===== config.mk =====
export PLATFORM = sky130hd
export DESIGN_NAME = dhcp_offer_parser_unit
export DESIGN_NICKNAME = d
export VERILOG_FILES = /design/src/dop_pkg.sv /design/src/dop_front.sv /design/src/dop_queue.sv /design/src/dop_back.sv /design/src/dhcp_offer_parser_unit.sv
export SDC_FILE = /design/constraint.sdc
export NUM_CORES = 1
export LEC_CHECK = 0
export ABC_AREA = 0
export BUFFER_PORTS_ARGS = -buffer_cell sky130_fd_sc_hd__buf_2
export CORE_ASPECT_RATIO = 0.8
export CORE_UTILIZATION = 40
export CTS_CLUSTER_DIAMETER = 150
export DETAILED_ROUTE_END_ITERATION = 10
export HOLD_SLACK_MARGIN = 0.15
export PLACE_DENSITY_LB_ADDON = 0.3
export SYNTH_ARGS = -nofsm -noshare
export SYNTH_HDL_FRONTEND = slang
export SYNTH_SLANG_ARGS = --single-unit

===== constraint.sdc =====
create_clock -name clk -period 10 [get_ports clk]
set_input_delay 1.5 -clock clk [delete_from_list [all_inputs] [get_ports clk]]
set_output_delay 1.5 -clock clk [all_outputs]
set_load 0.05 [all_outputs]

===== src/dop_pkg.sv =====
`timescale 1ns / 1ps

package dop_pkg;

    localparam int MAX_FRAME_BYTES = 2048;
    localparam int OFF_W           = $clog2(MAX_FRAME_BYTES + 1);
    localparam int Q_DEPTH         = 4;
    localparam int Q_PTR_W         = $clog2(Q_DEPTH);
    localparam int Q_CNT_W         = $clog2(Q_DEPTH + 1);

    localparam int OFF_IP_VER   = 14;
    localparam int OFF_PROTO    = 23;
    localparam int OFF_SPORT_HI = 34;
    localparam int OFF_SPORT_LO = 35;
    localparam int OFF_DPORT_HI = 36;
    localparam int OFF_DPORT_LO = 37;
    localparam int OFF_OP       = 42;
    localparam int OFF_HTYPE    = 43;
    localparam int OFF_HLEN     = 44;
    localparam int OFF_XID0     = 46;
    localparam int OFF_XID1     = 47;
    localparam int OFF_XID2     = 48;
    localparam int OFF_XID3     = 49;
    localparam int OFF_YI0      = 58;
    localparam int OFF_YI3      = 61;
    localparam int OFF_CK0      = 278;
    localparam int OFF_CK1      = 279;
    localparam int OFF_CK2      = 280;
    localparam int OFF_CK3      = 281;
    localparam int OFF_OPT      = 282;

    localparam logic [7:0] IP_VER_IHL  = 8'h45;
    localparam logic [7:0] PROTO_UDP   = 8'd17;
    localparam logic [7:0] PORT_SERVER = 8'd67;
    localparam logic [7:0] PORT_CLIENT = 8'd68;
    localparam logic [7:0] OP_REPLY    = 8'd2;
    localparam logic [7:0] HTYPE_ETH   = 8'd1;
    localparam logic [7:0] HLEN_ETH    = 8'd6;
    localparam logic [7:0] COOKIE0     = 8'h63;
    localparam logic [7:0] COOKIE1     = 8'h82;
    localparam logic [7:0] COOKIE2     = 8'h53;
    localparam logic [7:0] COOKIE3     = 8'h63;

    localparam logic [7:0] OPT_PAD    = 8'h00;
    localparam logic [7:0] OPT_MASK   = 8'd1;
    localparam logic [7:0] OPT_ROUTER = 8'd3;
    localparam logic [7:0] OPT_DNS    = 8'd6;
    localparam logic [7:0] OPT_END    = 8'hFF;
    localparam logic [7:0] CAP_BYTES  = 8'd4;

    localparam logic [2:0] ST_OK        = 3'd0;
    localparam logic [2:0] ST_IP_HDR    = 3'd1;
    localparam logic [2:0] ST_NOT_UDP   = 3'd2;
    localparam logic [2:0] ST_PORTS     = 3'd3;
    localparam logic [2:0] ST_BOOTP     = 3'd4;
    localparam logic [2:0] ST_XID       = 3'd5;
    localparam logic [2:0] ST_COOKIE    = 3'd6;
    localparam logic [2:0] ST_TRUNCATED = 3'd7;

    typedef enum logic [1:0] {
        K_IGNORE  = 2'd0,
        K_CHECK   = 2'd1,
        K_CAPTURE = 2'd2,
        K_OPTION  = 2'd3
    } kind_t;

    typedef struct packed {
        logic [7:0] data;
        logic       last;
        kind_t      kind;
        logic [7:0] expect_byte;
        logic [2:0] err;
        logic       hdr_end;
    } cls_word_t;

    typedef struct packed {
        logic [31:0] dns_ip;
        logic [31:0] router_ip;
        logic [31:0] subnet_mask;
        logic [31:0] offered_ip;
        logic        bound;
        logic [2:0]  status;
    } result_t;

endpackage


===== src/dop_front.sv =====
`timescale 1ns / 1ps

module dop_front
(
    input  logic                 clk,
    input  logic                 rst_n,
    input  logic                 cfg_wr_en,
    input  logic [31:0]          cfg_wr_data,
    input  logic                 in_valid,
    input  logic                 in_ready,
    input  logic [7:0]           in_data,
    input  logic                 in_last,
    output dop_pkg::cls_word_t   word
);

    logic [dop_pkg::OFF_W-1:0] off_reg;
    logic [dop_pkg::OFF_W-1:0] off_next;
    logic [31:0]               tid_reg;
    logic [31:0]               tid_next;
    logic                      accept;

    assign accept = in_valid && in_ready;

    always_comb
    begin
        tid_next = cfg_wr_en ? cfg_wr_data : tid_reg;
        off_next = off_reg;
        if (accept)
        begin
            if (in_last)
            begin
                off_next = '0;
            end
            else if (off_reg < dop_pkg::OFF_W'(dop_pkg::MAX_FRAME_BYTES))
            begin
                off_next = off_reg + 1'b1;
            end
        end
    end

    always_ff @(posedge clk or negedge rst_n)
    begin
        if (!rst_n)
        begin
            off_reg <= '0;
            tid_reg <= '0;
        end
        else
        begin
            off_reg <= off_next;
            tid_reg <= tid_next;
        end
    end

    // classify by frame offset
    always_comb
    begin
        word.data        = in_data;
        word.last        = in_last;
        word.kind        = dop_pkg::K_IGNORE;
        word.expect_byte = '0;
        word.err         = dop_pkg::ST_OK;
        word.hdr_end     = 1'b0;
        if (off_reg >= dop_pkg::OFF_W'(dop_pkg::MAX_FRAME_BYTES))
        begin
            word.kind = dop_pkg::K_IGNORE;
        end
        else if (off_reg >= dop_pkg::OFF_W'(dop_pkg::OFF_OPT))
        begin
            word.kind = dop_pkg::K_OPTION;
        end
        else if (off_reg >= dop_pkg::OFF_W'(dop_pkg::OFF_YI0)
                 && off_reg <= dop_pkg::OFF_W'(dop_pkg::OFF_YI3))
        begin
            word.kind = dop_pkg::K_CAPTURE;
        end
        else
        begin
            case (off_reg)
                dop_pkg::OFF_W'(dop_pkg::OFF_IP_VER):
                begin
                    word.kind = dop_pkg::K_CHECK;
                    word.expect_byte = dop_pkg::IP_VER_IHL;
                    word.err = dop_pkg::ST_IP_HDR;
                end
                dop_pkg::OFF_W'(dop_pkg::OFF_PROTO):
                begin
                    word.kind = dop_pkg::K_CHECK;
                    word.expect_byte = dop_pkg::PROTO_UDP;
                    word.err = dop_pkg::ST_NOT_UDP;
                end
                dop_pkg::OFF_W'(dop_pkg::OFF_SPORT_HI),
                dop_pkg::OFF_W'(dop_pkg::OFF_DPORT_HI):
                begin
                    word.kind = dop_pkg::K_CHECK;
                    word.expect_byte = 8'd0;
                    word.err = dop_pkg::ST_PORTS;
                end
                dop_pkg::OFF_W'(dop_pkg::OFF_SPORT_LO):
                begin
                    word.kind = dop_pkg::K_CHECK;
                    word.expect_byte = dop_pkg::PORT_SERVER;
                    word.err = dop_pkg::ST_PORTS;
                end
                dop_pkg::OFF_W'(dop_pkg::OFF_DPORT_LO):
                begin
                    word.kind = dop_pkg::K_CHECK;
                    word.expect_byte = dop_pkg::PORT_CLIENT;
                    word.err = dop_pkg::ST_PORTS;
                end
                dop_pkg::OFF_W'(dop_pkg::OFF_OP):
                begin
                    word.kind = dop_pkg::K_CHECK;
                    word.expect_byte = dop_pkg::OP_REPLY;
                    word.err = dop_pkg::ST_BOOTP;
                end
                dop_pkg::OFF_W'(dop_pkg::OFF_HTYPE):
                begin
                    word.kind = dop_pkg::K_CHECK;
                    word.expect_byte = dop_pkg::HTYPE_ETH;
                    word.err = dop_pkg::ST_BOOTP;
                end
                dop_pkg::OFF_W'(dop_pkg::OFF_HLEN):
                begin
                    word.kind = dop_pkg::K_CHECK;
                    word.expect_byte = dop_pkg::HLEN_ETH;
                    word.err = dop_pkg::ST_BOOTP;
                end
                dop_pkg::OFF_W'(dop_pkg::OFF_XID0):
                begin
                    word.kind = dop_pkg::K_CHECK;
                    word.expect_byte = tid_reg[31:24];
                    word.err = dop_pkg::ST_XID;
                end
                dop_pkg::OFF_W'(dop_pkg::OFF_XID1):
                begin
                    word.kind = dop_pkg::K_CHECK;
                    word.expect_byte = tid_reg[23:16];
                    word.err = dop_pkg::ST_XID;
                end
                dop_pkg::OFF_W'(dop_pkg::OFF_XID2):
                begin
                    word.kind = dop_pkg::K_CHECK;
                    word.expect_byte = tid_reg[15:8];
                    word.err = dop_pkg::ST_XID;
                end
                dop_pkg::OFF_W'(dop_pkg::OFF_XID3):
                begin
                    word.kind = dop_pkg::K_CHECK;
                    word.expect_byte = tid_reg[7:0];
                    word.err = dop_pkg::ST_XID;
                end
                dop_pkg::OFF_W'(dop_pkg::OFF_CK0):
                begin
                    word.kind = dop_pkg::K_CHECK;
                    word.expect_byte = dop_pkg::COOKIE0;
                    word.err = dop_pkg::ST_COOKIE;
                end
                dop_pkg::OFF_W'(dop_pkg::OFF_CK1):
                begin
                    word.kind = dop_pkg::K_CHECK;
                    word.expect_byte = dop_pkg::COOKIE1;
                    word.err = dop_pkg::ST_COOKIE;
                end
                dop_pkg::OFF_W'(dop_pkg::OFF_CK2):
                begin
                    word.kind = dop_pkg::K_CHECK;
                    word.expect_byte = dop_pkg::COOKIE2;
                    word.err = dop_pkg::ST_COOKIE;
                end
                dop_pkg::OFF_W'(dop_pkg::OFF_CK3):
                begin
                    word.kind = dop_pkg::K_CHECK;
                    word.expect_byte = dop_pkg::COOKIE3;
                    word.err = dop_pkg::ST_COOKIE;
                    word.hdr_end = 1'b1;
                end
                default:
                begin
                    word.kind = dop_pkg::K_IGNORE;
                end
            endcase
        end
    end

endmodule


===== src/dop_queue.sv =====
`timescale 1ns / 1ps

module dop_queue
(
    input  logic               clk,
    input  logic               rst_n,
    input  logic               push,
    input  dop_pkg::cls_word_t push_word,
    output logic               not_full,
    input  logic               pop,
    output logic               not_empty,
    output dop_pkg::cls_word_t pop_word
);

    dop_pkg::cls_word_t              mem_reg [dop_pkg::Q_DEPTH];
    logic [dop_pkg::Q_PTR_W-1:0]     wr_ptr_reg;
    logic [dop_pkg::Q_PTR_W-1:0]     wr_ptr_next;
    logic [dop_pkg::Q_PTR_W-1:0]     rd_ptr_reg;
    logic [dop_pkg::Q_PTR_W-1:0]     rd_ptr_next;
    logic [dop_pkg::Q_CNT_W-1:0]     cnt_reg;
    logic [dop_pkg::Q_CNT_W-1:0]     cnt_next;

    assign not_full  = cnt_reg != dop_pkg::Q_CNT_W'(dop_pkg::Q_DEPTH);
    assign not_empty = cnt_reg != '0;
    assign pop_word  = mem_reg[rd_ptr_reg];

    always_comb
    begin
        wr_ptr_next = push ? wr_ptr_reg + 1'b1 : wr_ptr_reg;
        rd_ptr_next = pop ? rd_ptr_reg + 1'b1 : rd_ptr_reg;
        cnt_next    = cnt_reg;
        if (push && !pop)
        begin
            cnt_next = cnt_reg + 1'b1;
        end
        else if (pop && !push)
        begin
            cnt_next = cnt_reg - 1'b1;
        end
    end

    always_ff @(posedge clk or negedge rst_n)
    begin
        if (!rst_n)
        begin
            wr_ptr_reg <= '0;
            rd_ptr_reg <= '0;
            cnt_reg    <= '0;
        end
        else
        begin
            wr_ptr_reg <= wr_ptr_next;
            rd_ptr_reg <= rd_ptr_next;
            cnt_reg    <= cnt_next;
        end
    end

    always_ff @(posedge clk)
    begin
        if (push)
        begin
            mem_reg[wr_ptr_reg] <= push_word;
        end
    end

endmodule


===== src/dop_back.sv =====
`timescale 1ns / 1ps

module dop_back
(
    input  logic               clk,
    input  logic               rst_n,
    input  logic               word_valid,
    input  dop_pkg::cls_word_t word,
    output logic               word_pop,
    output logic               res_valid,
    input  logic               res_ready,
    output dop_pkg::result_t   res
);

    typedef enum logic [5:0] {
        PH_HEADER = 6'b000001,
        PH_CODE   = 6'b000010,
        PH_LEN    = 6'b000100,
        PH_VALUE  = 6'b001000,
        PH_DONE   = 6'b010000,
        PH_ERROR  = 6'b100000
    } phase_t;

    phase_t           phase_reg, phase_next;
    logic [7:0]       code_reg, code_next;
    logic [7:0]       rem_reg, rem_next;
    logic [7:0]       vidx_reg, vidx_next;
    logic [2:0]       err_reg, err_next;
    logic [31:0]      ip_reg, ip_next;
    logic [31:0]      mask_reg, mask_next;
    logic [31:0]      rtr_reg, rtr_next;
    logic [31:0]      dns_reg, dns_next;
    logic             out_valid_reg, out_valid_next;
    dop_pkg::result_t out_reg, out_next;

    logic       take;
    logic       cap_ok;
    logic [7:0] vidx_inc;
    logic [2:0] st;

    assign word_pop  = word_valid && (!word.last || !out_valid_reg || res_ready);
    assign take      = word_pop;
    assign res_valid = out_valid_reg;
    assign res       = out_reg;
    assign vidx_inc  = vidx_reg + 1'b1;
    assign cap_ok    = rem_reg >= dop_pkg::CAP_BYTES && vidx_reg < dop_pkg::CAP_BYTES;

    always_comb
    begin
        phase_next = phase_reg;
        code_next  = code_reg;
        rem_next   = rem_reg;
        vidx_next  = vidx_reg;
        err_next   = err_reg;
        ip_next    = ip_reg;
        mask_next  = mask_reg;
        rtr_next   = rtr_reg;
        dns_next   = dns_reg;
        if (take)
        begin
            case (phase_reg)
                PH_HEADER:
                begin
                    if (word.kind == dop_pkg::K_CHECK)
                    begin
                        if (word.data != word.expect_byte)
                        begin
                            err_next   = word.err;
                            phase_next = PH_ERROR;
                        end
                        else if (word.hdr_end)
                        begin
                            phase_next = PH_CODE;
                        end
                    end
                    else if (word.kind == dop_pkg::K_CAPTURE)
                    begin
                        ip_next = {ip_reg[23:0], word.data};
                    end
                end
                PH_CODE:
                begin
                    if (word.kind == dop_pkg::K_OPTION)
                    begin
                        if (word.data == dop_pkg::OPT_END)
                        begin
                            phase_next = PH_DONE;
                        end
                        else if (word.data != dop_pkg::OPT_PAD)
                        begin
                            code_next  = word.data;
                            phase_next = PH_LEN;
                        end
                    end
                end
                PH_LEN:
                begin
                    if (word.kind == dop_pkg::K_OPTION)
                    begin
                        rem_next   = word.data;
                        vidx_next  = '0;
                        phase_next = (word.data == 8'd0) ? PH_CODE : PH_VALUE;
                    end
                end
                PH_VALUE:
                begin
                    if (word.kind == dop_pkg::K_OPTION)
                    begin
                        if (cap_ok)
                        begin
                            if (code_reg == dop_pkg::OPT_MASK)
                            begin
                                mask_next = {mask_reg[23:0], word.data};
                            end
                            else if (code_reg == dop_pkg::OPT_ROUTER)
                            begin
                                rtr_next = {rtr_reg[23:0], word.data};
                            end
                            else if (code_reg == dop_pkg::OPT_DNS)
                            begin
                                dns_next = {dns_reg[23:0], word.data};
                            end
                        end
                        vidx_next = vidx_inc;
                        if (vidx_inc >= rem_reg)
                        begin
                            phase_next = PH_CODE;
                        end
                    end
                end
                default:
                begin
                    phase_next = phase_reg;
                end
            endcase
        end

        case (phase_next)
            PH_ERROR: st = err_next;
            PH_DONE:  st = dop_pkg::ST_OK;
            default:  st = dop_pkg::ST_TRUNCATED;
        endcase

        out_next.status      = st;
        out_next.bound       = st == dop_pkg::ST_OK;
        out_next.offered_ip  = (st == dop_pkg::ST_OK) ? ip_next : 32'd0;
        out_next.subnet_mask = (st == dop_pkg::ST_OK) ? mask_next : 32'd0;
        out_next.router_ip   = (st == dop_pkg::ST_OK) ? rtr_next : 32'd0;
        out_next.dns_ip      = (st == dop_pkg::ST_OK) ? dns_next : 32'd0;

        out_valid_next = out_valid_reg && !res_ready;
        if (take && word.last)
        begin
            out_valid_next = 1'b1;
            phase_next = PH_HEADER;
            code_next  = '0;
            rem_next   = '0;
            vidx_next  = '0;
            err_next   = '0;
            ip_next    = '0;
            mask_next  = '0;
            rtr_next   = '0;
            dns_next   = '0;
        end
    end

    always_ff @(posedge clk or negedge rst_n)
    begin
        if (!rst_n)
        begin
            phase_reg     <= PH_HEADER;
            code_reg      <= '0;
            rem_reg       <= '0;
            vidx_reg      <= '0;
            err_reg       <= '0;
            ip_reg        <= '0;
            mask_reg      <= '0;
            rtr_reg       <= '0;
            dns_reg       <= '0;
            out_valid_reg <= 1'b0;
        end
        else
        begin
            phase_reg     <= phase_next;
            code_reg      <= code_next;
            rem_reg       <= rem_next;
            vidx_reg      <= vidx_next;
            err_reg       <= err_next;
            ip_reg        <= ip_next;
            mask_reg      <= mask_next;
            rtr_reg       <= rtr_next;
            dns_reg       <= dns_next;
            out_valid_reg <= out_valid_next;
        end
    end

    always_ff @(posedge clk)
    begin
        if (take && word.last)
        begin
            out_reg <= out_next;
        end
    end

endmodule


===== src/dhcp_offer_parser_unit.sv =====
// m_tvalid rises when the back option walker pops the last frame byte and registers the result.
// Throughput: one frame byte per cycle; the front classifier, a four-entry queue and the
// back option walker each move one byte a cycle, the queue absorbing output stalls until full.
// Reset (rst_n, async, active low): offset, parse state, captures, queue and output
// valid clear; transaction_id clears to zero.
`timescale 1ns / 1ps

module dhcp_offer_parser_unit
(
    input  logic         clk,
    input  logic         rst_n,
    input  logic         cfg_wr_en,
    input  logic [31:0]  cfg_wr_data,
    input  logic         s_tvalid,
    output logic         s_tready,
    input  logic [7:0]   s_tdata,   // [7:0] data_byte
    input  logic         s_tlast,   // frame_last
    output logic         m_tvalid,
    input  logic         m_tready,
    output logic [135:0] m_tdata    // status, bound, offered_ip, subnet_mask, router_ip,
                                    // dns_ip, zero fill
);

    dop_pkg::cls_word_t front_word;
    dop_pkg::cls_word_t q_word;
    dop_pkg::result_t   res;
    logic               q_not_full;
    logic               q_not_empty;
    logic               q_pop;
    logic               push;

    assign s_tready = q_not_full;
    assign push     = s_tvalid && q_not_full;

    dop_front u_front
    (
        .clk         (clk),
        .rst_n       (rst_n),
        .cfg_wr_en   (cfg_wr_en),
        .cfg_wr_data (cfg_wr_data),
        .in_valid    (s_tvalid),
        .in_ready    (q_not_full),
        .in_data     (s_tdata),
        .in_last     (s_tlast),
        .word        (front_word)
    );

    dop_queue u_queue
    (
        .clk       (clk),
        .rst_n     (rst_n),
        .push      (push),
        .push_word (front_word),
        .not_full  (q_not_full),
        .pop       (q_pop),
        .not_empty (q_not_empty),
        .pop_word  (q_word)
    );

    dop_back u_back
    (
        .clk        (clk),
        .rst_n      (rst_n),
        .word_valid (q_not_empty),
        .word       (q_word),
        .word_pop   (q_pop),
        .res_valid  (m_tvalid),
        .res_ready  (m_tready),
        .res        (res)
    );

    assign m_tdata = {4'd0, res};

endmodule


After elaboration in Yosys (flattened, before gate mapping)
Memory sizes are Yosys's and may differ from the RTL's.
Cells that the tools add are included.
Widths: inputs -> output; s select.
{"block": "classes", "n_addsub": 6, "magnitude_cmp": 8, "n_eq_ne": 35, "muxes": 76, "reduce_logical": 34}
{"operator": "$mux 32", "n": 26}
{"operator": "$pmux 11 s15", "n": 1}
{"operator": "$eq 12x6->1 const B", "n": 11}
{"operator": "$mux 8", "n": 14}
{"operator": "$mux 6", "n": 11}
{"operator": "$mux 12", "n": 5}
{"operator": "$eq 12x9->1 const B", "n": 4}
{"operator": "$pmux 6 s4", "n": 1}
{"operator": "$mux 3", "n": 7}
{"operator": "$reduce_or 17->1", "n": 1}
{"operator": "$pmux 8 s2", "n": 1}
{"operator": "$reduce_bool 2->1", "n": 7}
{"operator": "$add 12x1->12 const B", "n": 1}
{"operator": "$eq 12x4->1 const B", "n": 1}
{"operator": "$eq 12x5->1 const B", "n": 1}
{"operator": "$ge 12x12->1 const B", "n": 1}
{"operator": "$ge 12x6->1 const B", "n": 1}
{"operator": "$ge 12x9->1 const B", "n": 1}
{"operator": "$le 12x6->1 const B", "n": 1}
{"operator": "$lt 12x12->1 const B", "n": 1}
{"operator": "$add 8x1->8 const B", "n": 1}
{"operator": "$eq 8x1->1 const B", "n": 1}
{"operator": "$eq 8x2->1 const B", "n": 1}
{"operator": "$eq 8x3->1 const B", "n": 1}
{"operator": "other kinds (35)", "n": 58}
{"block": "totals", "reg_bits": 345, "ramBits": 92, "inputBits": 46, "out_inout_bits": 138, "word_cells": 181, "memories": 1}
{"memory": "u_queue.mem_reg", "depth": 4, "width": 23, "read_ports": 1, "rd_ports_with_merged_regs": 0, "wr": 1, "line": "dop_queue.sv:15", "rtl": "dop_pkg::cls_word_t mem_reg [dop_pkg::Q_DEPTH];"}

Depth between registers and ports, before layout
Gate-level depths: netlist (run 1).
An unclocked memory read counts as a cell.
{"block": "logic_depth", "ltp_word": 10, "mapped_depth": 15, "ltp_nobuf": 12}

Hierarchy
From an unflattened synthesis (run 1), not the netlist that was laid out.
{"block": "unflattened", "cells_unflattened": 1433, "area_unflattened_um2": 19361.1}
{"module": "dop_back", "instances": 1, "cells_per_inst": 983, "area_each_um2": 12794.8, "seq_area_each_um2": 8018.9}
{"module": "dop_queue", "instances": 1, "cells_per_inst": 156, "area_each_um2": 3757.4, "seq_area_each_um2": 2937.8}
{"module": "dop_front", "instances": 1, "cells_per_inst": 288, "area_each_um2": 2768.9, "seq_area_each_um2": 1101.1}
{"module": "dhcp_offer_parser_unit", "instances": 1, "cells_per_inst": 6, "area_each_um2": 40.0, "seq_area_each_um2": 0.0}

Worst setup path after synthesis (run 1)
OpenSTA, ideal clock, no wires.
{"block": "synth_timing", "path_type": "input -> register", "start": "in m_tready", "end": "reg u_back.out_reg (netlist bit u_back.res[0]), enable pin", "setup_time_ns": 0.548, "arrival_ns": 5.858, "required_time_ns": 9.452, "slack_ns": 3.594, "cell_stages": 6, "cell_sequence": "nand3b_1 > o2bb2ai_1 > nor2_4 > nand2b_1 > inv_2 > clkbuf_1"}
{"block": "synth_between", "elab_chain_len": 3}
{"element": "start: declaration", "line": "dhcp_offer_parser_unit.sv:19", "rtl": "input logic m_tready,"}
{"element": "$logic_or 1x1->1", "line": "dop_back.sv:41", "rtl": "assign word_pop = word_valid && (!word.last || !out_valid_reg || res_ready);"}
{"element": "$logic_and 1x1->1", "line": "dop_back.sv:41"}
{"element": "$logic_and 1x1->1", "line": "dop_back.sv:199", "rtl": "if (take && word.last)"}
{"element": "end signal: assignment", "line": "dop_back.sv:201", "rtl": "out_reg <= out_next;"}
{"element": "end: declaration", "line": "dop_back.sv:34", "rtl": "dop_pkg::result_t out_reg, out_next;"}
No other way between the ends.
A chain may end at the register's enable or synchronous reset.

Final worst setup path (run 1)
{"block": "layout_timing", "start": "reg u_queue.rd_ptr_reg[0] (netlist bit)", "end": "reg u_back.out_reg (netlist bit u_back.res[18]), data pin"}
{"block": "layout_between", "elab_chain_len": 10}
{"element": "start: declaration", "line": "dop_queue.sv:18", "rtl": "logic [dop_pkg::Q_PTR_W-1:0] rd_ptr_reg;"}
{"element": "start signal: assignment", "line": "dop_queue.sv:53", "rtl": "rd_ptr_reg <= rd_ptr_next;"}
{"element": "$mem_v2 4x23 *"}
{"element": "$reduce_bool 8->1", "line": "dop_back.sv:89", "rtl": "else if (word.data != dop_pkg::OPT_PAD)"}
{"element": "$mux 6", "line": "dop_back.sv:89"}
{"element": "$mux 6", "line": "dop_back.sv:85", "rtl": "if (word.data == dop_pkg::OPT_END)"}
{"element": "$mux 6", "line": "dop_back.sv:83", "rtl": "if (word.kind == dop_pkg::K_OPTION)"}
{"element": "$pmux 6 s4", "line": "dop_back.sv:61", "rtl": "case (phase_reg)"}
{"element": "$mux 6", "line": "dop_back.sv:59", "rtl": "if (take)"}
{"element": "$eq 6x5->1 or $eq 6x6->1 (tied branches)", "line": "dop_back.sv:138", "rtl": "case (phase_next)"}
{"element": "$pmux 3 s2", "line": "dop_back.sv:138"}
{"element": "$logic_not 3->1", "line": "dop_back.sv:146", "rtl": "out_next.offered_ip = (st == dop_pkg::ST_OK) ? ip_next : 32'd0;"}
Every way passes the cells marked *; elsewhere a longest branch is shown, timed or not.

==> impl_metrics.csv, run 1 <==
group,metric,value,unit
layout,design_area,21800,sq um
placed_design,gp_congestion,0.861,
grt,grt_first_pass_wirelength,67500,um
yosys,synth_area_per_cell,13.9,sq um
grt,grt_remaining_overflow,0,
worst_hold_path,hold_path.class,"flip-flop to flip-flop",
power_and_ir_drop,peakVddDrop,329,uV
clocking,cts_hold_buf,0,
power_and_ir_drop,power.density,324,nW/um^2
yosys,syn_area,19000,sq um
critical_path,crit_fanout,51,
placed_design,dp_hpwl,26600,um
drt,drt_first_pass_iters,5,
sta,rsz0062_at_grt,"false",
critical_path,cp_common_cell,"buf_4",
grt,grt_usage,0.177,
drt,drc_errors,0,
critical_path,timing.critical_path.from_type,"flip-flop",
clocking,cts.htree.levels,2,
job,max_cap_viol_count,0,
critical_path,crit_chain,"buf_4 > mux4_2 > xnor2_1 > nand4_1 > o21bai_4 > a21o_1 > a21bo_4 > buf_4 > buf_4 > nor4_2",
clocking,worst_skew_pair.late_latency,0.57,ns
yosys,synth_warnings,0,
clocking,root_buffer,"clkbuf_16",
outcome,status,"finished clean",
sta,fin_tns_setup,0,ns
critical_path,critPathLaunch,"u_queue.rd_ptr_reg[0]$_DFFE_PN0P_",
floorplan,die_w,246,um
placed_design,placedCellCount,2086,
sta,fin_ws,5.10,ns
floorplan,dieArea,48500,sq um
critical_path,r2r-end,"u_back.res[18]$_SDFFCE_PP0P_",
sta,worst_pin_slew,1.26,ns
critical_path,slowest_stage,"mux4_2",
drt,via_count,11773,
clocking,cts_buffers,46,
yosys,synth.top_cell.area_share,0.353,
floorplan,start_util,0.405,
worst_hold_path,hold_depth,1,
sta,slew_violations,0,
critical_path,worstSetupPathType,"flip-flop to flip-flop",
sta,fin_crit_sh,0.490,
sta,fin_crit,4.90,ns
floorplan,rows,71,
layout,num-fill-cells,4163,
yosys,syn_inst,1373,
sta,slew_headroom,0.157,
critical_path,regToRegSetupSlack,5.10,ns
yosys,synth-seq-cells,437,
critical_path,r2r_start,"u_queue.rd_ptr_reg[0]$_DFFE_PN0P_",
grt,grt_max_degree,185,
floorplan,dieHeight,197,um
clocking,cts-resized-gates,0,
placed_design,port_buffers,179,
layout,largest_reg_flops,132,
critical_path,crit_buf_inv,3,
clocking,cts_setup_buffers,0,
critical_path,crit_arrival,5.17,ns
floorplan,io_pins,184,
sta,fmax,204,MHz
worst_hold_path,min_delay_worst_endpoint,"u_queue.cnt_reg[2]$_DFFE_PN0P_",
power_and_ir_drop,leakagePower,0.00922,uW
yosys,yosysSeqAreaShare,0.633,
placed_design,placed_area,20300,sq um
yosys,async_reset_ff_frac,0.487,
layout,final_core_util,0.464,
clocking,cts.sinks,437,
yosys,ys_types,71,
clocking,cts_tree,"done",
yosys,synth.area.top_cells,"edfxtp_1 (35%), dfrtp_1 (28%), mux2i_1 (7.4%)",
grt,antenna_found_initial,6,
drt,ant_nets,0,
critical_path,reg2regPathDepth,10,
critical_path,cp-end-kind,"flip-flop",
drt,drt_iter0_drc,1038,
drt,wl_per_cell,19.6,um
sta,finClkSkew,0.0244,ns
clocking,clockBufferDepth,3,
clocking,path_clk_slew,0.06,ns
layout,drive_above_1_share,0.270,
yosys,synth_ff_type,"edfxtp_1",
worst_hold_path,hp-start,"u_queue.cnt_reg[2]$_DFFE_PN0P_",
critical_path,crit_path_max_incr_delay,0.79,ns
drt,totalWireLength,42600,um
yosys,synth-edff-count,224,
layout,nNetsFinal,1579,
floorplan,core_area,47000,sq um
layout,synthToLayoutAreaGrowth,14.5,%
critical_path,crit_family,"buffers and inverters",
drt,vias_per_cell,5.42,
sta,final-setup-viol-count,0,
sta,hold_violations,0,
layout,fin_cells,2174,
yosys,yosys.area.top_type,"edfxtp_1",
grt,grt_pass1_vias,11716,
placed_design,post-place-ws,4.87,ns
critical_path,crit_required,10.27,ns
worst register-to-register path: stages (launching register included):
cell and delay [ns]:
dfrtp_1 0.32, buf_4 0.43, mux4_2 0.80, xnor2_1 0.26, nand4_1 0.22, o21bai_4 0.30, a21o_1 0.22, a21bo_4 0.49
buf_4 0.63, buf_4 0.81, nor4_2 0.14
stage by stage:
step | power (uW) | hold slack, ns
final | 7070 | 0.491
after global routing | 7390 | 0.530
after CTS | 7140 | 0.495
after detailed placement | 5470 | 0.483
after global placement | 5450 | 0.481
after floorplan | 4860 | 0.457
report_power, final:
| group | total (uW) | switching [uW] | internal [uW] | leakage (uW) |
|---|---|---|---|---|
| combinational | 2790 | 2230 | 565 | 0.00346 |
| clock | 1660 | 704 | 954 | 0.000716 |
| sequential | 2620 | 179 | 2440 | 0.00504 |
per-layer routing:
metal,share of wire,vias up,GRT usage
li1,-,5419,-
met1,0.48,5932,0.262
met2,0.44,340,0.259
met3,0.057,80,0.0345
met4,0.025,2,0.0612
met5,0.00031,-,0
cells in the mapped netlist (14+ instances only):
library cell	number
o21ai_0	27
mux4_2	22
buf_6	14
nor3_1	15
clkbuf_1	37
mux2i_1	140
dfrtp_1	212
inv_1	22
nor2_1	180
nand3_1	26
buf_2	38
mux2_2	35
and3_1	16
nand2_1	34
nor4_2	79
ha_1	18
nor4_1	56
xnor2_1	17
edfxtp_1	224
a21oi_1	23
logic make-up (layout without fill, tap and decap cells):
kind of cell / count (synthesis) / in the layout / synth area share
flip-flops: 437 / 437 / 0.633
XOR/XNOR: 27 / 27 / 0.0124
AND/OR/NAND/NOR: 458 / 458 / 0.149
adder cells (fa/ha/maj): 19 / 19 / 0.0129
buffers and inverters: 132 / 306 / 0.0354
AO/OA/AOI/OAI: 102 / 102 / 0.0367
multiplexers: 197 / 197 / 0.120
other: 1 / 8 / 0.000197
worst max path at each step:
stage | end | slack (ns) | cells after the start
after floorplan | u_back.res[0]$_DFFE_PP_ | 3.59 | 6
after detailed placement | u_back.res[35]$_SDFFCE_PP0P_ | 4.87 | 10
after global routing | u_back.res[18]$_SDFFCE_PP0P_ | 4.76 | 10
after global placement | u_back.res[35]$_SDFFCE_PP0P_ | 4.90 | 10
final | u_back.res[18]$_SDFFCE_PP0P_ | 5.10 | 10
after CTS | u_back.res[18]$_SDFFCE_PP0P_ | 5.07 | 10
cell type report:
| cell class | instances | area, sq um | area share |
|---|---|---|---|
| Sequential cell | 437 | 12100 | 0.553 |
| Multi-Input combinational cell | 807 | 6360 | 0.292 |
| Clock buffer | 62 | 1280 | 0.0588 |
| Timing Repair Buffer | 198 | 1050 | 0.0481 |
| Tap cell | 620 | 776 | 0.0356 |
| Clock inverter | 22 | 176 | 0.00809 |
| Inverter | 24 | 97.6 | 0.00447 |
| Antenna cell | 4 | 10.0 | 0.000459 |
cell usage in the layout, fill, tap and decap left out, types with 4 or more instances in the layout:
cell and instances:
conb_1 4, a222oi_1 5, nand3_1 26, buf_2 178, nor4_2 79, and3_1 16
a31oi_1 4, buf_4 19, nor3_1 15, mux4_2 22, clkbuf_16 47, ha_1 18
nor4_1 56, or3_1 4, clkbuf_8 5, nand2_1 34, xnor2_1 17, clkbuf_1 10
nand2b_1 4, nand4_1 11, diode_2 4, mux2_2 35, nor2b_1 8, a221oi_1 5
clkinv_2 10, mux2i_1 140, clkinv_1 4, xor2_1 10, nor2_1 179, o21ai_0 27
a22o_1 6, dfrtp_1 212, edfxtp_1 224, a21oi_1 23, inv_1 22, o31ai_1 4
Note: power is estimated with default switching activity, not from simulation.
==> inputs of run 2 (changes only) <==
--- a/config.mk
+++ b/config.mk
@@ -5,7 +5,7 @@
 export SDC_FILE = /design/constraint.sdc
 export NUM_CORES = 1
 export LEC_CHECK = 0
-export ABC_AREA = 0
+export ABC_AREA = 1
 export BUFFER_PORTS_ARGS = -buffer_cell sky130_fd_sc_hd__buf_2
 export CORE_ASPECT_RATIO = 0.8
 export CORE_UTILIZATION = 40
==> constraint.sdc (replaced) <==
create_clock -name clk -period 4.1 [get_ports clk]
set_input_delay 0.615 -clock clk [delete_from_list [all_inputs] [get_ports clk]]
set_output_delay 0.615 -clock clk [all_outputs]
set_load 0.05 [all_outputs]
==> run 2 against run 1 <==
Effect of this change:
- clock skew rose by 0.0097 ns
- critical endpoint is now u_back.res[26]$_SDFFCE_PP0P_
- power increased to 2.6 times the previous value
- largest power group unchanged
- worst setup slack worse by 4.7 ns
- clock power rose to 2.6 times the previous value
- cell count up 22%
- highest routed layer unchanged
==> impl_metrics.csv, run 2 <==
group,metric,value,unit
grt,grt_first_pass_wirelength,67600,um
grt,grt_usage,0.171,
layout,final_core_util,0.468,
grt,grt_pass1_vias,12658,
yosys,yosysSeqAreaShare,0.617,
grt,grt_max_degree,118,
power_and_ir_drop,leakagePower,0.00982,uW
yosys,yosys.area.top_type,"edfxtp_1",
yosys,syn_area,19500,sq um
sta,holdWs,0.107,ns
drt,via_count,12948,
yosys,synth.area.top_cells,"edfxtp_1 (34%), dfrtp_1 (27%), nand2_1 (7.1%)",
clocking,clockBufferDepth,3,
yosys,synth_ff_type,"edfxtp_1",
critical_path,crit_arrival,4.06,ns
yosys,async_reset_ff_frac,0.487,
sta,worst_pin_slew,0.928,ns
critical_path,timing.critical_path.from_type,"flip-flop",
drt,vias_per_cell,4.86,
clocking,cts_hold_buf,0,
layout,multiInputGateArea,6310,sq um
floorplan,rows,72,
sta,slew_headroom,0.381,
yosys,synth-seq-cells,437,
clocking,cts_setup_buffers,0,
drt,drt_iter0_drc,1029,
critical_path,worstSetupPathType,"flip-flop to flip-flop",
clocking,cts_tree,"done",
sta,fin_crit_sh,0.915,
clocking,cts-resized-gates,0,
floorplan,io_pins,184,
critical_path,crit_required,4.41,ns
layout,nNetsFinal,2062,
drt,totalWireLength,42300,um
clocking,cts.sinks,437,
clocking,path_clk_slew,0.06,ns
yosys,synth-edff-count,224,
placed_design,port_buffers,179,
sta,fin_tns_setup,0,ns
sta,final-setup-viol-count,0,
sta,slew_violations,0,
layout,final_common_cell,"nand2_1",
layout,fin_cells,2662,
clocking,root_buffer,"clkbuf_16",
outcome,status,"finished clean",
layout,drive_above_1_share,0.217,
clocking,cts.htree.levels,2,
layout,n_antenna_cell,0,
job,max_cap_viol_count,0,
yosys,synth_area_per_cell,10.8,sq um
floorplan,core_area,48300,sq um
critical_path,cp-end-kind,"flip-flop",
drt,wl_per_cell,15.9,um
yosys,synth_warnings,0,
clocking,worst_skew_pair.late_latency,0.59,ns
sta,finClkSkew,0.0341,ns
layout,layout_common_cells,"nand2_1 (369), nor2_1 (243), edfxtp_1 (224)",
floorplan,dieHeight,200,um
drt,drc_errors,0,
power_and_ir_drop,power.density,817,nW/um^2
critical_path,crit_fanout,21,
worst_hold_path,hold_path.class,"input port to asynchronous set/reset pin",
sta,fin_crit,3.75,ns
placed_design,gp_congestion,0.903,
grt,antenna_found_initial,2,
clocking,cts_buffers,45,
drt,drt_first_pass_iters,7,
sta,hold_violations,0,
placed_design,dp_hpwl,28500,um
yosys,yosys.cell_count.top_type,"nand2_1",
floorplan,dieArea,49700,sq um
yosys,ys_types,55,
yosys,syn_inst,1814,
layout,num-fill-cells,4397,
yosys,synth.top_cell.area_share,0.344,
power_and_ir_drop,peakVddDrop,503,uV
grt,grt_remaining_overflow,0,
floorplan,die_w,249,um
layout,largest_reg_flops,132,
placed_design,placedCellCount,2579,
sta,fmax,267,MHz
yosys,synth_common_cells,"nand2_1 (369), nor2_1 (243), edfxtp_1 (224)",
drt,ant_nets,0,
sta,rsz0062_at_grt,"false",
layout,regArea,12100,sq um
floorplan,start_util,0.404,
layout,synthToLayoutAreaGrowth,15.7,%
run 2: critical path, stage by stage, from the launching register on:
cell and delay, ns:
dfrtp_1 0.42, ha_1 0.24, nand3_1 0.12, nor2_1 0.05, nand2_1 0.06, xor2_1 0.19, inv_1 0.07, ha_1 0.28
nand2_1 0.06, nor2_1 0.15, nand4_1 0.10, nand3_1 0.15, nand2_1 0.10, nand2_1 0.08, nand3_1 0.07, a21oi_1 0.17
nand2_1 0.12, nor2_4 0.15, o211ai_1 0.19, nand2_8 0.35, buf_4 0.30, nor2_1 0.07
run 2: routing by layer:
layer,vias to the layer above,GRT usage,routed length (um)
met5,-,0,24
met4,4,0.0480,812
met3,58,0.0343,2630
met2,331,0.271,19100
met1,6214,0.240,19700
li1,6341,-,-
run 2: logic make-up (layout without fill, tap and decap cells):
kind of cell | after synthesis | count (layout) | share of synthesized area
buffers and inverters | 239 | 455 | 0.0610
muxes | 62 | 62 | 0.0328
AOI/OAI and AO/OA | 208 | 208 | 0.0589
xor gates and xnor gates | 11 | 11 | 0.00532
and+or+nand+nor | 837 | 837 | 0.212
adders and majority gates | 19 | 19 | 0.0126
other | 1 | 4 | 0.000192
DFF | 437 | 437 | 0.617
run 2: area by class of cell:
| type | count | share of cell area |
|---|---|---|
| flip-flops and latches | 437 | 0.533 |
| multi-input cells | 1141 | 0.279 |
| clock buffers | 57 | 0.0568 |
| repair buffers | 211 | 0.0546 |
| well taps | 629 | 0.0348 |
| inverters | 161 | 0.0273 |
| clock inverters | 26 | 0.0138 |
run 2: per-stage QoR:
step	power [uW]	setup slack (ns)	cell area, sq um
after floorplan	12400	0.180	19500
after global placement	14100	0.379	21000
after detailed placement	14200	0.375	21000
after CTS	18600	0.353	22600
after global routing	19500	0.0362	22600
final	18500	0.348	22600
run 2: power by group:
group	internal [uW]	leakage [uW]	total, uW	switching [uW]
clock network	2610	0.000776	4370	1750
logic	1540	0.00401	7720	6180
registers	5990	0.00504	6390	397
total	10100	0.00982	18500	8340
run 2: worst paths after layout:
kind	slack, ns	cells after the start	to	from
worst max register to register	0.35	21	u_back.res[26]$_SDFFCE_PP0P_	u_back.vidx_reg[0]$_DFFE_PN0P_
worst min-delay path	0.11	1	u_back.dns_reg[11]$_DFF_PN0_	rst_n
worst max-delay path	0.35	21	u_back.res[26]$_SDFFCE_PP0P_	u_back.vidx_reg[0]$_DFFE_PN0P_
min in group clk	0.24	3	u_front.tid_reg[14]$_DFFE_PN0P_	cfg_wr_data[14]
worst min register to register	0.48	1	u_front.off_reg[10]$_DFFE_PN0P_	u_front.off_reg[10]$_DFFE_PN0P_
max in group asynchronous	3.01	2	u_back.ip_reg[16]$_DFF_PN0_	rst_n
==> inputs of run 3 (changes only) <==
==> constraint.sdc (replaced) <==
create_clock -name clk -period 4.1 [get_ports clk]
set_input_delay 1.025 -clock clk [delete_from_list [all_inputs] [get_ports clk]]
set_output_delay 1.025 -clock clk [all_outputs]
set_load 0.05 [all_outputs]
==> run 3 against run 2 <==
Effect of this change:
- wire length rose by 1.3%
- highest routed layer unchanged
- combinational power rose by 0.5%
- power fell by 0.90%
- via count rose by 0.28%
==> impl_metrics.csv, run 3 (synthesis gave the netlist of run 2 again) <==
group,metric,value,unit
outcome,status,"finished clean",
clocking,cts_buffers,45,
sta,worst_pin_slew,0.919,ns
sta,slew_headroom,0.387,
drt,vias_per_cell,4.87,
floorplan,rows,72,
drt,drc_errors,0,
sta,slew_violations,0,
grt,grt_first_pass_wirelength,68500,um
layout,design_area,22600,sq um
sta,fmax,268,MHz
critical_path,reg2regPathDepth,21,
floorplan,start_util,0.404,
grt,grt_max_degree,111,
floorplan,core_area,48300,sq um
critical_path,crit_family,"simple AND/OR/NAND/NOR gates",
floorplan,dieHeight,200,um
placed_design,dp_hpwl,28900,um
critical_path,slowest_stage,"dfrtp_1",
sta,final-setup-viol-count,0,
critical_path,crit_chain,"ha_1 > nand3_1 > nor2_1 > nand2_1 > xor2_1 > inv_1 > ha_1 > nand2_1 > nor2_1 > nand4_1 > nand3_1 > nand2_1 > nand2_1 > nand3_1 > a21oi_1 > nand2_1 > nor2_4 > o211ai_1 > nand2_8 > buf_12 > nor2_1",
clocking,root_buffer,"clkbuf_16",
sta,fin_crit_sh,0.910,
layout,nNetsFinal,2067,
critical_path,cp-end-kind,"flip-flop",
sta,finClkSkew,0.0136,ns
layout,synthToLayoutAreaGrowth,15.6,%
floorplan,die_w,249,um
critical_path,r2r-end,"u_back.res[33]$_SDFFCE_PP0P_",
critical_path,crit_fanout,22,
critical_path,crit_arrival,4.05,ns
critical_path,crit_required,4.42,ns
floorplan,io_pins,184,
drt,drt_iter0_drc,872,
clocking,cts-resized-gates,0,
drt,via_count,12984,
placed_design,placedCellCount,2584,
clocking,cts_setup_buffers,0,
layout,layout_common_cells,"nand2_1 (369), nor2_1 (243), edfxtp_1 (224)",
layout,final_common_cell,"nand2_1",
floorplan,dieArea,49700,sq um
clocking,cts_hold_buf,0,
power_and_ir_drop,peakVddDrop,586,uV
layout,largest_reg_flops,132,
layout,drive_above_1_share,0.215,
critical_path,regToRegSetupSlack,0.37,ns
placed_design,port_buffers,179,
job,max_cap_viol_count,0,
power_and_ir_drop,leakagePower,0.00981,uW
clocking,path_clk_slew,0.06,ns
clocking,worst_skew_pair.late_latency,0.58,ns
clocking,cts.htree.levels,2,
placed_design,gp_congestion,0.928,
critical_path,worstSetupPathType,"flip-flop to flip-flop",
critical_path,timing.critical_path.from_type,"flip-flop",
worst_hold_path,hold_path.class,"input port to asynchronous set/reset pin",
critical_path,cp_common_cell,"nand2_1",
grt,grt_usage,0.175,
grt,grt_remaining_overflow,0,
clocking,clockBufferDepth,3,
sta,fin_crit,3.73,ns
layout,fin_cells,2668,
power_and_ir_drop,report.power.total,18300,uW
drt,totalWireLength,42800,um
sta,rsz0062_at_grt,"false",
sta,hold_violations,0,
clocking,cts.sinks,437,
critical_path,crit_buf_inv,2,
clocking,cts_tree,"done",
critical_path,r2r_start,"u_back.vidx_reg[0]$_DFFE_PN0P_",
drt,drt_first_pass_iters,7,
grt,antenna_found_initial,2,
sta,holdWs,0.465,ns
placed_design,placed_area,21100,sq um
critical_path,crit_path_max_incr_delay,0.42,ns
drt,wl_per_cell,16.0,um
drt,ant_nets,0,
grt,grt_pass1_vias,12874,
sta,fin_tns_setup,0,ns
layout,n_antenna_cell,0,
power_and_ir_drop,power.density,811,nW/um^2
-- run 3: changes by cell type in the layout (fill, tap and decap cells not counted), sizes merged --
cell / delta
clkinvlp: -3
bufinv: -4
buf: +5
clkinv: -8
inv: +4
clkbuf: +12
-- run 3: routing by layer --
layer	global-route usage	wire, um	vias up
met4	0.0533	944	4
met2	0.274	19300	320
met5	0	24	-
met3	0.0341	2340	61
met1	0.245	20200	6252
li1	-	-	6347
-- run 3: per-stage QoR --
stage / setup WS, ns / utilization
6_report: 0.369 / 0.467
5_1_grt: 0.0607 / 0.467
4_1_cts: 0.371 / 0.467
3_5_place_dp: 0.394 / 0.436
3_3_place_gp: 0.410 / 0.436
2_1_floorplan: 0.0182 / -
-- run 3: cell type report --
cell class / count / area, sq um
multi-input cells: 1141 / 6310
well taps: 629 / 787
clock inverters: 15 / 160
fillers: 4417 / 25700
inverters: 161 / 617
flip-flops and latches: 437 / 12100
clock buffers: 69 / 1350
repair buffers: 216 / 1280
-- run 3: power by group --
group | switching, uW | internal [uW]
logic | 6200 | 1550
clock network | 1740 | 2420
registers | 393 | 5990
total | 8340 | 9970
-- run 3: how the worst max path moves through the flow --
| stage | end | start | slack (ns) | cells past startpoint |
|---|---|---|---|---|
| after CTS | u_back.res[115]$_SDFFCE_PP0P_ | u_back.vidx_reg[0]$_DFFE_PN0P_ | 0.37 | 21 |
| final | u_back.res[33]$_SDFFCE_PP0P_ | u_back.vidx_reg[0]$_DFFE_PN0P_ | 0.37 | 21 |
| after global routing | u_back.res[115]$_SDFFCE_PP0P_ | u_back.vidx_reg[0]$_DFFE_PN0P_ | 0.06 | 21 |
| after global placement | u_back.res[70]$_SDFFCE_PP0P_ | u_back.vidx_reg[0]$_DFFE_PN0P_ | 0.41 | 21 |
| after floorplan | u_back.res[0]$_DFFE_PP_ | m_tready | 0.02 | 8 |
| after detailed placement | u_back.res[115]$_SDFFCE_PP0P_ | u_back.vidx_reg[0]$_DFFE_PN0P_ | 0.39 | 21 |
